## src/hdl/mck_pkg.sv

```systemverilog
`default_nettype none

package mck_pkg;

  localparam int unsigned CharWidth  = 8;
  localparam int unsigned WpmWidth   = 7;
  localparam int unsigned UnitsWidth = 3;
  localparam int unsigned MsWidth    = 13;
  localparam int unsigned CodeWidth  = 7;
  localparam int unsigned DitWidth   = 11;

  localparam logic [DitWidth-1:0] DitReset = DitWidth'(60);
  localparam logic [CharWidth-1:0] CaseFoldLimit = CharWidth'(96);
  localparam logic [CharWidth-1:0] CaseFoldOffset = CharWidth'(32);
  localparam logic [CharWidth-1:0] CharSpace = CharWidth'(32);

  typedef enum logic [2:0] {
    STEP_IDLE,
    STEP_CLASS,
    STEP_CHECK,
    STEP_MARK,
    STEP_GAP,
    STEP_SPACE,
    STEP_EMPTY
  } mck_step_e;

  typedef enum logic [1:0] {
    COND_ALWAYS,
    COND_SPACE,
    COND_EMPTY,
    COND_DONE
  } mck_cond_e;

  typedef enum logic [1:0] {
    UNITS_MARK,
    UNITS_GAP,
    UNITS_TWO,
    UNITS_FOUR
  } mck_units_e;

  typedef enum logic [1:0] {
    LAST_NO,
    LAST_YES,
    LAST_IF_DONE
  } mck_last_e;

  typedef struct packed {
    logic       wait_in;
    logic       emit;
    logic       shift;
    logic       key_down;
    mck_units_e units_sel;
    mck_last_e  last_sel;
    mck_cond_e  cond;
    mck_step_e  t_true;
    mck_step_e  t_false;
  } mck_ctl_t;

  function automatic mck_ctl_t mck_ucode(input mck_step_e step);
    mck_ctl_t w;
    w = '{wait_in: 1'b0, emit: 1'b0, shift: 1'b0, key_down: 1'b0,
          units_sel: UNITS_MARK, last_sel: LAST_NO, cond: COND_ALWAYS,
          t_true: STEP_IDLE, t_false: STEP_IDLE};
    unique case (step)
      STEP_IDLE: begin
        w.wait_in = 1'b1;
        w.t_true  = STEP_CLASS;
        w.t_false = STEP_CLASS;
      end
      STEP_CLASS: begin
        w.cond    = COND_SPACE;
        w.t_true  = STEP_SPACE;
        w.t_false = STEP_CHECK;
      end
      STEP_CHECK: begin
        w.cond    = COND_EMPTY;
        w.t_true  = STEP_EMPTY;
        w.t_false = STEP_MARK;
      end
      STEP_MARK: begin
        w.emit      = 1'b1;
        w.shift     = 1'b1;
        w.key_down  = 1'b1;
        w.units_sel = UNITS_MARK;
        w.t_true    = STEP_GAP;
        w.t_false   = STEP_GAP;
      end
      STEP_GAP: begin
        w.emit      = 1'b1;
        w.units_sel = UNITS_GAP;
        w.last_sel  = LAST_IF_DONE;
        w.cond      = COND_DONE;
        w.t_true    = STEP_IDLE;
        w.t_false   = STEP_MARK;
      end
      STEP_SPACE: begin
        w.emit      = 1'b1;
        w.units_sel = UNITS_FOUR;
        w.last_sel  = LAST_YES;
      end
      STEP_EMPTY: begin
        w.emit      = 1'b1;
        w.units_sel = UNITS_TWO;
        w.last_sel  = LAST_YES;
      end
      default: begin
        w.t_true  = STEP_IDLE;
        w.t_false = STEP_IDLE;
      end
    endcase
    return w;
  endfunction

  // Position in the code table: bits from the low end, 1 is a dit, 0 a dah,
  // above a stop bit. Zero means no code.
  function automatic logic [CodeWidth-1:0] mck_code(input logic [CharWidth-1:0] ch);
    logic [CodeWidth-1:0] c;
    c = '0;
    case (ch)
      "T": c = CodeWidth'(2);
      "E": c = CodeWidth'(3);
      "M": c = CodeWidth'(4);
      "A": c = CodeWidth'(5);
      "N": c = CodeWidth'(6);
      "I": c = CodeWidth'(7);
      "O": c = CodeWidth'(8);
      "W": c = CodeWidth'(9);
      "K": c = CodeWidth'(10);
      "U": c = CodeWidth'(11);
      "G": c = CodeWidth'(12);
      "R": c = CodeWidth'(13);
      "D": c = CodeWidth'(14);
      "S": c = CodeWidth'(15);
      "J": c = CodeWidth'(17);
      "Y": c = CodeWidth'(18);
      "Q": c = CodeWidth'(20);
      "X": c = CodeWidth'(22);
      "V": c = CodeWidth'(23);
      "P": c = CodeWidth'(25);
      "C": c = CodeWidth'(26);
      "F": c = CodeWidth'(27);
      "Z": c = CodeWidth'(28);
      "L": c = CodeWidth'(29);
      "B": c = CodeWidth'(30);
      "H": c = CodeWidth'(31);
      "0": c = CodeWidth'(32);
      "1": c = CodeWidth'(33);
      "2": c = CodeWidth'(35);
      "3": c = CodeWidth'(39);
      "=": c = CodeWidth'(46);
      "4": c = CodeWidth'(47);
      "9": c = CodeWidth'(48);
      "/": c = CodeWidth'(54);
      "8": c = CodeWidth'(56);
      "7": c = CodeWidth'(60);
      "6": c = CodeWidth'(62);
      "5": c = CodeWidth'(63);
      ",": c = CodeWidth'(76);
      ".": c = CodeWidth'(85);
      "*": c = CodeWidth'(87);
      "-": c = CodeWidth'(94);
      "?": c = CodeWidth'(115);
      default: c = '0;
    endcase
    return c;
  endfunction

  // Dit period in ms, 1200 / wpm rounded down, zero taken as one.
  function automatic logic [DitWidth-1:0] mck_dit(input logic [WpmWidth-1:0] w);
    logic [DitWidth-1:0] d;
    d = '0;
    if (w >= WpmWidth'(121)) d = DitWidth'(9);
    else if (w >= WpmWidth'(110)) d = DitWidth'(10);
    else if (w >= WpmWidth'(101)) d = DitWidth'(11);
    else if (w >= WpmWidth'(93)) d = DitWidth'(12);
    else if (w >= WpmWidth'(86)) d = DitWidth'(13);
    else if (w >= WpmWidth'(81)) d = DitWidth'(14);
    else if (w >= WpmWidth'(76)) d = DitWidth'(15);
    else if (w >= WpmWidth'(71)) d = DitWidth'(16);
    else if (w >= WpmWidth'(67)) d = DitWidth'(17);
    else if (w >= WpmWidth'(64)) d = DitWidth'(18);
    else if (w >= WpmWidth'(61)) d = DitWidth'(19);
    else if (w >= WpmWidth'(58)) d = DitWidth'(20);
    else if (w >= WpmWidth'(55)) d = DitWidth'(21);
    else if (w >= WpmWidth'(53)) d = DitWidth'(22);
    else if (w >= WpmWidth'(51)) d = DitWidth'(23);
    else if (w >= WpmWidth'(49)) d = DitWidth'(24);
    else if (w >= WpmWidth'(47)) d = DitWidth'(25);
    else if (w >= WpmWidth'(45)) d = DitWidth'(26);
    else if (w >= WpmWidth'(43)) d = DitWidth'(27);
    else if (w >= WpmWidth'(42)) d = DitWidth'(28);
    else if (w >= WpmWidth'(41)) d = DitWidth'(29);
    else if (w >= WpmWidth'(39)) d = DitWidth'(30);
    else if (w >= WpmWidth'(38)) d = DitWidth'(31);
    else if (w >= WpmWidth'(37)) d = DitWidth'(32);
    else if (w >= WpmWidth'(36)) d = DitWidth'(33);
    else if (w >= WpmWidth'(35)) d = DitWidth'(34);
    else if (w >= WpmWidth'(34)) d = DitWidth'(35);
    else if (w >= WpmWidth'(33)) d = DitWidth'(36);
    else if (w >= WpmWidth'(32)) d = DitWidth'(37);
    else if (w >= WpmWidth'(31)) d = DitWidth'(38);
    else if (w >= WpmWidth'(30)) d = DitWidth'(40);
    else begin
      case (w)
        WpmWidth'(2):  d = DitWidth'(600);
        WpmWidth'(3):  d = DitWidth'(400);
        WpmWidth'(4):  d = DitWidth'(300);
        WpmWidth'(5):  d = DitWidth'(240);
        WpmWidth'(6):  d = DitWidth'(200);
        WpmWidth'(7):  d = DitWidth'(171);
        WpmWidth'(8):  d = DitWidth'(150);
        WpmWidth'(9):  d = DitWidth'(133);
        WpmWidth'(10): d = DitWidth'(120);
        WpmWidth'(11): d = DitWidth'(109);
        WpmWidth'(12): d = DitWidth'(100);
        WpmWidth'(13): d = DitWidth'(92);
        WpmWidth'(14): d = DitWidth'(85);
        WpmWidth'(15): d = DitWidth'(80);
        WpmWidth'(16): d = DitWidth'(75);
        WpmWidth'(17): d = DitWidth'(70);
        WpmWidth'(18): d = DitWidth'(66);
        WpmWidth'(19): d = DitWidth'(63);
        WpmWidth'(20): d = DitWidth'(60);
        WpmWidth'(21): d = DitWidth'(57);
        WpmWidth'(22): d = DitWidth'(54);
        WpmWidth'(23): d = DitWidth'(52);
        WpmWidth'(24): d = DitWidth'(50);
        WpmWidth'(25): d = DitWidth'(48);
        WpmWidth'(26): d = DitWidth'(46);
        WpmWidth'(27): d = DitWidth'(44);
        WpmWidth'(28): d = DitWidth'(42);
        WpmWidth'(29): d = DitWidth'(41);
        default:       d = DitWidth'(1200);
      endcase
    end
    return d;
  endfunction

endpackage

`default_nettype wire

```

## src/hdl/morse_character_keyer.sv

```systemverilog
`default_nettype none

// Morse keyer for one text character per item. Each accepted character
// produces one to twelve segments (key-down or key-up, length in dit units
// and in ms), the last one flagged, with the final gap stretched to three
// units; a space gives one four-unit key-up and an unknown character one
// two-unit key-up. A small microcode table steps a shift register holding the
// code, one segment per cycle when the output is not stalled. A character is
// taken in the idle step, checked for a space and then for an empty code,
// and then steps through alternating mark and gap steps; a new character is
// taken only back in idle, once the last segment of the one before is issued.
// The speed register is written through its own channel, which is always
// ready; the dit period is looked up from it at the write.
module morse_character_keyer (
  input  wire                                 clk_i,
  input  wire                                 rst_ni,
  input  wire                                 cfg_valid_i,
  output logic                                cfg_ready_o,
  input  wire  [mck_pkg::WpmWidth-1:0]        words_per_minute_i,
  input  wire                                 in_valid_i,
  output logic                                in_stall_o,
  input  wire  [mck_pkg::CharWidth-1:0]       text_char_i,
  output logic                                out_valid_o,
  input  wire                                 out_stall_i,
  output logic                                key_down_o,
  output logic [mck_pkg::UnitsWidth-1:0]      duration_units_o,
  output logic [mck_pkg::MsWidth-1:0]         duration_ms_o,
  output logic                                last_segment_o
);
  import mck_pkg::*;

  mck_step_e             step_q, step_d;
  mck_ctl_t              ctl;
  logic [CodeWidth-1:0]  code_q;
  logic                  space_q;
  logic [DitWidth-1:0]   dit_q;
  logic [CharWidth-1:0]  folded;
  logic                  in_acc;
  logic                  slot_free;
  logic                  hold;
  logic                  cond_hit;
  logic                  done;
  logic [UnitsWidth-1:0] units;
  logic                  last;
  logic [DitWidth+UnitsWidth-1:0] ms_full;

  logic                  out_valid_q;
  logic                  key_down_q;
  logic [UnitsWidth-1:0] units_q;
  logic [MsWidth-1:0]    ms_q;
  logic                  last_q;

  assign ctl         = mck_ucode(step_q);
  assign cfg_ready_o = 1'b1;
  assign in_stall_o  = !ctl.wait_in;
  assign in_acc      = in_valid_i && ctl.wait_in;
  assign slot_free   = !out_valid_q || !out_stall_i;
  assign hold        = (ctl.wait_in && !in_acc) || (ctl.emit && !slot_free);
  assign done        = (code_q == CodeWidth'(1));
  assign folded      = (text_char_i > CaseFoldLimit) ? text_char_i - CaseFoldOffset
                                                     : text_char_i;

  always_comb begin
    unique case (ctl.cond)
      COND_ALWAYS: cond_hit = 1'b1;
      COND_SPACE:  cond_hit = space_q;
      COND_EMPTY:  cond_hit = (code_q <= CodeWidth'(1));
      COND_DONE:   cond_hit = done;
      default:     cond_hit = 1'b1;
    endcase
  end

  always_comb begin
    unique case (ctl.units_sel)
      UNITS_MARK: units = code_q[0] ? UnitsWidth'(1) : UnitsWidth'(3);
      UNITS_GAP:  units = done ? UnitsWidth'(3) : UnitsWidth'(1);
      UNITS_TWO:  units = UnitsWidth'(2);
      UNITS_FOUR: units = UnitsWidth'(4);
      default:    units = UnitsWidth'(1);
    endcase
  end

  always_comb begin
    unique case (ctl.last_sel)
      LAST_NO:      last = 1'b0;
      LAST_YES:     last = 1'b1;
      LAST_IF_DONE: last = done;
      default:      last = 1'b0;
    endcase
  end

  assign ms_full = (DitWidth+UnitsWidth)'(units) * (DitWidth+UnitsWidth)'(dit_q);
  assign step_d  = hold ? step_q : (cond_hit ? ctl.t_true : ctl.t_false);

  always_ff @(posedge clk_i or negedge rst_ni) begin
    if (!rst_ni) begin
      step_q      <= STEP_IDLE;
      dit_q       <= DitReset;
      out_valid_q <= 1'b0;
    end else begin
      step_q <= step_d;
      if (cfg_valid_i) begin
        dit_q <= mck_dit(words_per_minute_i);
      end
      if (ctl.emit && slot_free) begin
        out_valid_q <= 1'b1;
      end else if (!out_stall_i) begin
        out_valid_q <= 1'b0;
      end
    end
  end

  always_ff @(posedge clk_i) begin
    if (in_acc) begin
      code_q  <= mck_code(folded);
      space_q <= (folded == CharSpace);
    end else if (ctl.shift && !hold) begin
      code_q <= code_q >> 1;
    end
    if (ctl.emit && slot_free) begin
      key_down_q <= ctl.key_down;
      units_q    <= units;
      ms_q       <= ms_full[MsWidth-1:0];
      last_q     <= last;
    end
  end

  assign out_valid_o      = out_valid_q;
  assign key_down_o       = key_down_q;
  assign duration_units_o = units_q;
  assign duration_ms_o    = ms_q;
  assign last_segment_o   = last_q;

endmodule

`default_nettype wire
```

## config.mk

```make
export PLATFORM = sky130hd
export DESIGN_NAME = morse_character_keyer
export DESIGN_NICKNAME = d
export VERILOG_FILES = /design/src/hdl/mck_pkg.sv /design/src/hdl/morse_character_keyer.sv
export SDC_FILE = /design/constraint.sdc
export NUM_CORES = 1
export LEC_CHECK = 0
export BUFFER_PORTS_ARGS = -buffer_cell sky130_fd_sc_hd__buf_2
export CELL_PAD_IN_SITES_DETAIL_PLACEMENT = 0
export CELL_PAD_IN_SITES_GLOBAL_PLACEMENT = 1
export CORE_ASPECT_RATIO = 0.75
export CORE_UTILIZATION = 47
export CTS_BUF_LIST = sky130_fd_sc_hd__clkbuf_8
export DETAILED_ROUTE_END_ITERATION = 8
export PLACE_DENSITY = 0.84
export SKIP_CTS_REPAIR_TIMING = 1
export SYNTH_ARGS = -nofsm -noshare
export SYNTH_HDL_FRONTEND = slang
export SYNTH_SLANG_ARGS = --single-unit
```

## constraint.sdc

```tcl
create_clock -name clk_i -period 5.4 [get_ports clk_i]
set_clock_uncertainty 0.05 [all_clocks]
set_input_delay 0.81 -clock clk_i [delete_from_list [all_inputs] [get_ports clk_i]]
set_output_delay 0.81 -clock clk_i [all_outputs]
set_load 0.01 [all_outputs]
```

# ---- After elaboration in Yosys (flattened, before gate mapping)
# Memories as Yosys holds them, arrays and structs flattened.
# Index checks and enable logic that the tools add are counted.
dict set report totals {
  reg_bits 41
  input_bits 20
  mem_bits_ro 1248
  mem_count 2
}
dict set report classes {
  n_addsub 1
  n_eq_ne 17
  n_mux 51
  n_reduce_logical 20
  n_mul 1
  n_lt_le_gt_ge 33
}
# name words word_bits read_ports rd_clocked_by_memory_dff wr line_no
set mem_list {}
lappend mem_list {{(name not given)} 128 7 1 0 0 mck_pkg.sv:119} ;# case (ch)
lappend mem_list {{(name not given)} 32 11 1 0 0 mck_pkg.sv:204} ;# case (w)
# cell count
set op_table {}
lappend op_table {{two-way mux 11 bit} 32}
lappend op_table {{>= comparator 7 x 6 -> 1 bit, second input constant} 19}
lappend op_table {{>= comparator 7 bit, second input constant} 10}
lappend op_table {{one-hot mux 6 bit (5 select lines)} 1}
lappend op_table {{two-way mux 7 bit} 3}
lappend op_table {{>= comparator 7 x 5 -> 1 bit, second input constant} 2}
lappend op_table {{multiplier 3 x 11 -> 13 bit} 1}
lappend op_table {{one-hot mux 2 bit (3 select lines)} 2}
lappend op_table {{one-hot mux 3 bit (4 select lines)} 1}
lappend op_table {{== test 2 bit, second input constant} 5}
lappend op_table {{== test 3 bit, second input constant} 3}
lappend op_table {{== test 8 x 6 -> 1 bit, second input constant} 1}
lappend op_table {{> comparator 8 x 7 -> 1 bit, second input constant} 1}
lappend op_table {{two-way mux 8 bit} 1}
lappend op_table {{subtractor 8 x 6 -> 8 bit, second input constant} 1}
lappend op_table {{== test 7 x 1 -> 1 bit, second input constant} 1}
lappend op_table {{<= comparator 7 x 1 -> 1 bit, second input constant} 1}
lappend op_table {{== test 2 x 1 -> 1 bit, second input constant} 3}
lappend op_table {{== test 3 x 2 -> 1 bit, second input constant} 2}
lappend op_table {{logical NOT 1 bit} 6}
lappend op_table {{logical NOT 2 bit} 3}
lappend op_table {{two-way mux 2 bit} 3}
lappend op_table {{logical AND 1 bit} 5}
lappend op_table {{two-way mux 1 bit} 4}
lappend op_table {{other kinds (11)} 12}

# ---- Logic depth before layout (Yosys ltp)
dict set report logic_depth {
  ltp_word 33
  depth_mapped 21
  depth_no_buf 19
}

# ---- Least setup slack after synthesis
# No wires, ideal clock.
dict set report synth_path {
  path_kind {reg-to-reg}
  start {register step_q[2]}
  end {register ms_q[12] (netlist: duration_ms_o[12]), data pin}
  stages_incl_launch_ff 18
  synth_period_minus_slack_ns 3.916
  path_buffers 2
  arrival_time_ns 3.676
  required_ns 5.160
  setup_slack_ns 1.484
  cell_sequence {dfrtp_1 clkbuf_1 nand2_1 ha_1 and4bb_1 clkbuf_1 nand2_1 fa_1 inv_1 ha_1 inv_1 fa_1 nor2b_1 o21ai_1 a21oi_1 o41ai_2 mux2i_1 a2111oi_2}
}
dict set report synth_via {
  elab_chain_cells 5
  elab_cells_between_ends 10
  cone_classes {mul: 1; eq/ne: 6; mux: 2; reduce/logical: 1}
}
# element line_no
set synth_rtl {}
lappend synth_rtl {{from (decl)} morse_character_keyer.sv:32} ;# mck_step_e step_q, step_d;
lappend synth_rtl {{from (signal assigned)} morse_character_keyer.sv:101} ;# step_q <= step_d;
lappend synth_rtl {{== test 3 bit} mck_pkg.sv:64} ;# unique case (step)
lappend synth_rtl {{one-hot mux 2 bit (3 select lines) (*)} mck_pkg.sv:64}
lappend synth_rtl {{== test 2 bit (tied with other cells)} morse_character_keyer.sv:74} ;# unique case (ctl.units_sel)
lappend synth_rtl {{one-hot mux 3 bit (4 select lines) (*)} morse_character_keyer.sv:74}
lappend synth_rtl {{named net units[2]} morse_character_keyer.sv:43} ;# logic [UnitsWidth-1:0] units;
lappend synth_rtl {{multiplier 3 x 11 -> 13 bit (*)} morse_character_keyer.sv:92} ;# assign ms_full = (DitWidth+UnitsWidth)'(units) * (DitWidth+UnitsWidth)'(dit_q);
lappend synth_rtl {{named net ms_full[12]} morse_character_keyer.sv:45} ;# logic [DitWidth+UnitsWidth-1:0] ms_full;
lappend synth_rtl {{to (signal assigned)} morse_character_keyer.sv:123} ;# ms_q <= ms_full[MsWidth-1:0];
lappend synth_rtl {{to (decl)} morse_character_keyer.sv:50} ;# logic [MsWidth-1:0] ms_q;
# The timed path passes the listed nets; every way through them passes the cells marked *.
# A chain may end at the register's enable or synchronous reset.

# ---- Worst setup path after layout
dict set report layout_path {
  start {register step_q[2]}
  end {register ms_q[12] (netlist: duration_ms_o[12]), data pin}
}
dict set report layout_via {
  elab_chain_cells 5
  elab_cells_between_ends 10
  cone_classes {mul: 1; eq/ne: 6; mux: 2; reduce/logical: 1}
}
# element line_no
set layout_rtl {}
lappend layout_rtl {{== test 3 bit} mck_pkg.sv:64}
lappend layout_rtl {{one-hot mux 2 bit (3 select lines) (*)} mck_pkg.sv:64}
lappend layout_rtl {{== test 2 bit (tied with other cells)} morse_character_keyer.sv:74}
lappend layout_rtl {{one-hot mux 3 bit (4 select lines) (*)} morse_character_keyer.sv:74}
lappend layout_rtl {{multiplier 3 x 11 -> 13 bit (*)} morse_character_keyer.sv:92}
lappend layout_rtl {{named net ms_full[12]} morse_character_keyer.sv:45}
# Marked as above.

==> metrics.txt <==
Mapped Nets=611; Setup Crit Path Kind=flip-flop to flip-flop; Top Metal Used=met4; Via density=5.86; Fin. Hold Viols=0; Max Cap Viol=0; cell count after synthesis=545; synth unique cells=a little over 80; area of the multi-input gates=0.00299 mm2; VDD IR max=0.115 mV; TritonCTS buffer count=5; H-tree Lvls=2; Bufs on Longest Clock Path=2; via count=roughly 4000; number of synthesized flops with an enable pin=26; Core Area=between 0.009 and 0.01 mm2; share of layout cells above drive strength 1=between 10% and 20%; FF/Latch Area=0.00116 mm2; Hold Slack=0.357 ns; # clock sinks=41; detailed router's first-iteration violation count=approximately 480; CP Max Fanout=15; Primary FF master, synth=edfxtp_1; Filler cells=855; DPL Wire Length=between 7 and 8 mm; wl on met1=5.04 mm; Final Instance Area=~0.0048 mm2; port bufs=39; CTS tree=done; Max Slew Vio Count=0; Mapped Area=0.00447 mm2; metal2 WL=4.23 mm; Initial Util=49.0%; Chip Height=86.4 um; FP Rows=30; IO Count=41; post-layout min period=4.65 ns; met3 routed wirelength=558 um; run status=finished, final reports clean; Fin Setup TNS=0 ns; setup violators final=0; unrepaired setup endpoints after global routing=no; placed instance area=0.00466 mm2; Yosys top cell by area=edfxtp_1; most frequent cells in the layout=nand2_1 (68), inv_1 (39), buf_2 (39); crit path launch type=flip-flop; pin count of the biggest net entering global routing=42; max_slew headroom=35.9%; Syn-to-layout area delta=6.89%; Leak=slightly above 0.002 uW; Reg clk slew, reported paths=about 0.08 ns; Skew-Pair Late Insertion Delay=0.29 ns; Seq/Total Area, Yosys=26.0%; fmax=0.215 GHz; NumNets Final=623; post-synth top area share=17.5%; CP Capture Type=flip-flop; period utilization=86.1%; Synthesis Warnings=0; syn avg cell area=8.20 um2; first-pass GRT wire length=17.2 mm; Seq cells post-synth=~40; Critical Path AT=between 4 and 5 ns; initial antenna violation count=0; die area=0.00990 mm2; DRC errors left=0; drt total wl=about 9.9 mm; total congestion overflow=0; vias in the first global route=3656; Worst Max-Slew Pin Slew=0.962 ns; asr flop ratio synth=36.6%; most common cell after layout, fill and taps aside=nand2_1; root buffer cell=clkbuf_8; synth top area cells=edfxtp_1 (17%), ha_1 (10%), dfrtp_1 (6.2%), nand2_1 (5.7%), fa_1 (4.5%); Tot GR Track Use=21.2%; final antenna-violating net count=0; required time worst endpoint=5.45 ns; Chip Width=between 100 and 150 um; Antenna Cells=0; Min-Delay Path Class=input pin to async pin; Pre-antenna DRT Iters=5; DR WL/cell=14.5 um; routability cong.=approximately 0.89; pwr/cell area=between 200 and 300 mW/mm2
[final timing paths]
| check | startpoint | to | slack (ns) | depth (start not counted) |
|---|---|---|---|---|
| hold reg to reg | dit_q[4]$_DFFE_PN1P_ | dit_q[4]$_DFFE_PN1P_ | 0.46 | 2 |
| hold / removal | rst_ni | out_valid_o$_DFFE_PN0P_ | 0.36 | 1 |
| max in group asynchronous | rst_ni | dit_q[3]$_DFFE_PN1P_ | 4.64 | 1 |
| setup reg to reg | step_q[2]$_DFFE_PN0N_ | duration_ms_o[12]$_DFFE_PP_ | 0.75 | 19 |
| min in group clk_i | dit_q[4]$_DFFE_PN1P_ | dit_q[4]$_DFFE_PN1P_ | 0.46 | 2 |
| setup / recovery | step_q[2]$_DFFE_PN0N_ | duration_ms_o[12]$_DFFE_PP_ | 0.75 | 19 |
[state kept, by name, indices dropped and copies added (netlist names)]
signal	flops
duration_ms_o	13
dit_q	11
code_q	7
duration_units_o	3
step_q	3
key_down_o	1
last_segment_o	1
out_valid_o	1
space_q	1
[routing by layer]
layer  GRT usage [%]  vias up
li1                -     2004
met1            32.5     1865
met2            31.5      139
met3            2.45       12
met4            5.43        0
met5               0        -
[report_power, final]
part / switching [uW] / internal [uW]
Sequential: 65.1 / 487
Combinational: 371 / 236
Clock: 110 / 138
Total: 546 / 861
[cell usage after synthesis (3+ instances only)]
| master | count |
|---|---|
| a2111oi_0 | 3 |
| a211oi_1 | 7 |
| a21boi_1 | 4 |
| a21oi_1 | 30 |
| a22o_1 | 9 |
| a311oi_1 | 3 |
| a31oi_1 | 8 |
| and2_1 | 13 |
| and3_1 | 7 |
| buf_2 | 13 |
| clkbuf_1 | 15 |
| dfrtp_1 | 11 |
| dfstp_2 | 4 |
| edfxtp_1 | 26 |
| fa_1 | 10 |
| ha_1 | 36 |
| inv_1 | 39 |
| mux2i_1 | 4 |
| nand2_1 | 68 |
| nand2b_1 | 14 |
| nand3_1 | 13 |
| nor2_1 | 32 |
| nor2b_1 | 11 |
| nor3_1 | 12 |
| nor4_1 | 3 |
| o211ai_1 | 5 |
| o21a_1 | 4 |
| o21ai_0 | 36 |
| o21ai_1 | 11 |
| o22ai_1 | 7 |
| o31ai_1 | 5 |
| o32ai_1 | 3 |
| or3_1 | 3 |
| xnor2_1 | 7 |
| xor2_1 | 3 |
[cell families (layout without fill, tap and decap cells)]
logic type      count (synthesis)  count (layout)  share of synthesized area, %
other cells                     1               1                        0.0840
compound gates                170             170                          25.8
buf+inv                        75              88                          7.17
simple gates                  193             193                          21.7
xor+xnor                       11              11                          2.33
flops                          41              41                          26.0
fa+ha+maj                      46              46                          14.6
mux                             8               8                          2.41
[layout make-up]
cell class | count | area share [%]
clock buffer | 5 | 1.44
sequential | 41 | 24.3
inverter | 41 | 3.22
clock inverter | 3 | 0.970
tap | 128 | 3.35
multi-input combinational | 429 | 62.6
timing repair buffer | 39 | 4.09
[metrics by stage]
stage | power [uW] | setup WS (ns) | util (%) | std cells
2_1_floorplan | 1000 | 1.48 | - | 545
3_3_place_gp | 1150 | 0.939 | 51.1 | 678
6_report | 1410 | 0.749 | 52.3 | 686
4_1_cts | 1420 | 0.737 | 52.3 | 686
5_1_grt | 1530 | 0.271 | 52.3 | 686
3_5_place_dp | 1160 | 0.772 | 51.1 | 678
[worst max-delay path, cell delays in order (launching register included)]
cell	delay (ns)
dfrtp_1	0.62
nand2b_1	0.17
nand2b_1	0.22
ha_1	0.21
nand3b_1	0.43
nand2_1	0.18
nand2_1	0.07
o21ai_2	0.17
nand2_1	0.13
fa_1	0.46
inv_1	0.07
ha_1	0.17
inv_1	0.06
fa_1	0.39
nor2b_1	0.13
o21ai_1	0.08
a21oi_1	0.23
o41ai_2	0.11
mux2i_1	0.14
a2111oi_2	0.35
Note: power is estimated with default switching activity, not from simulation.
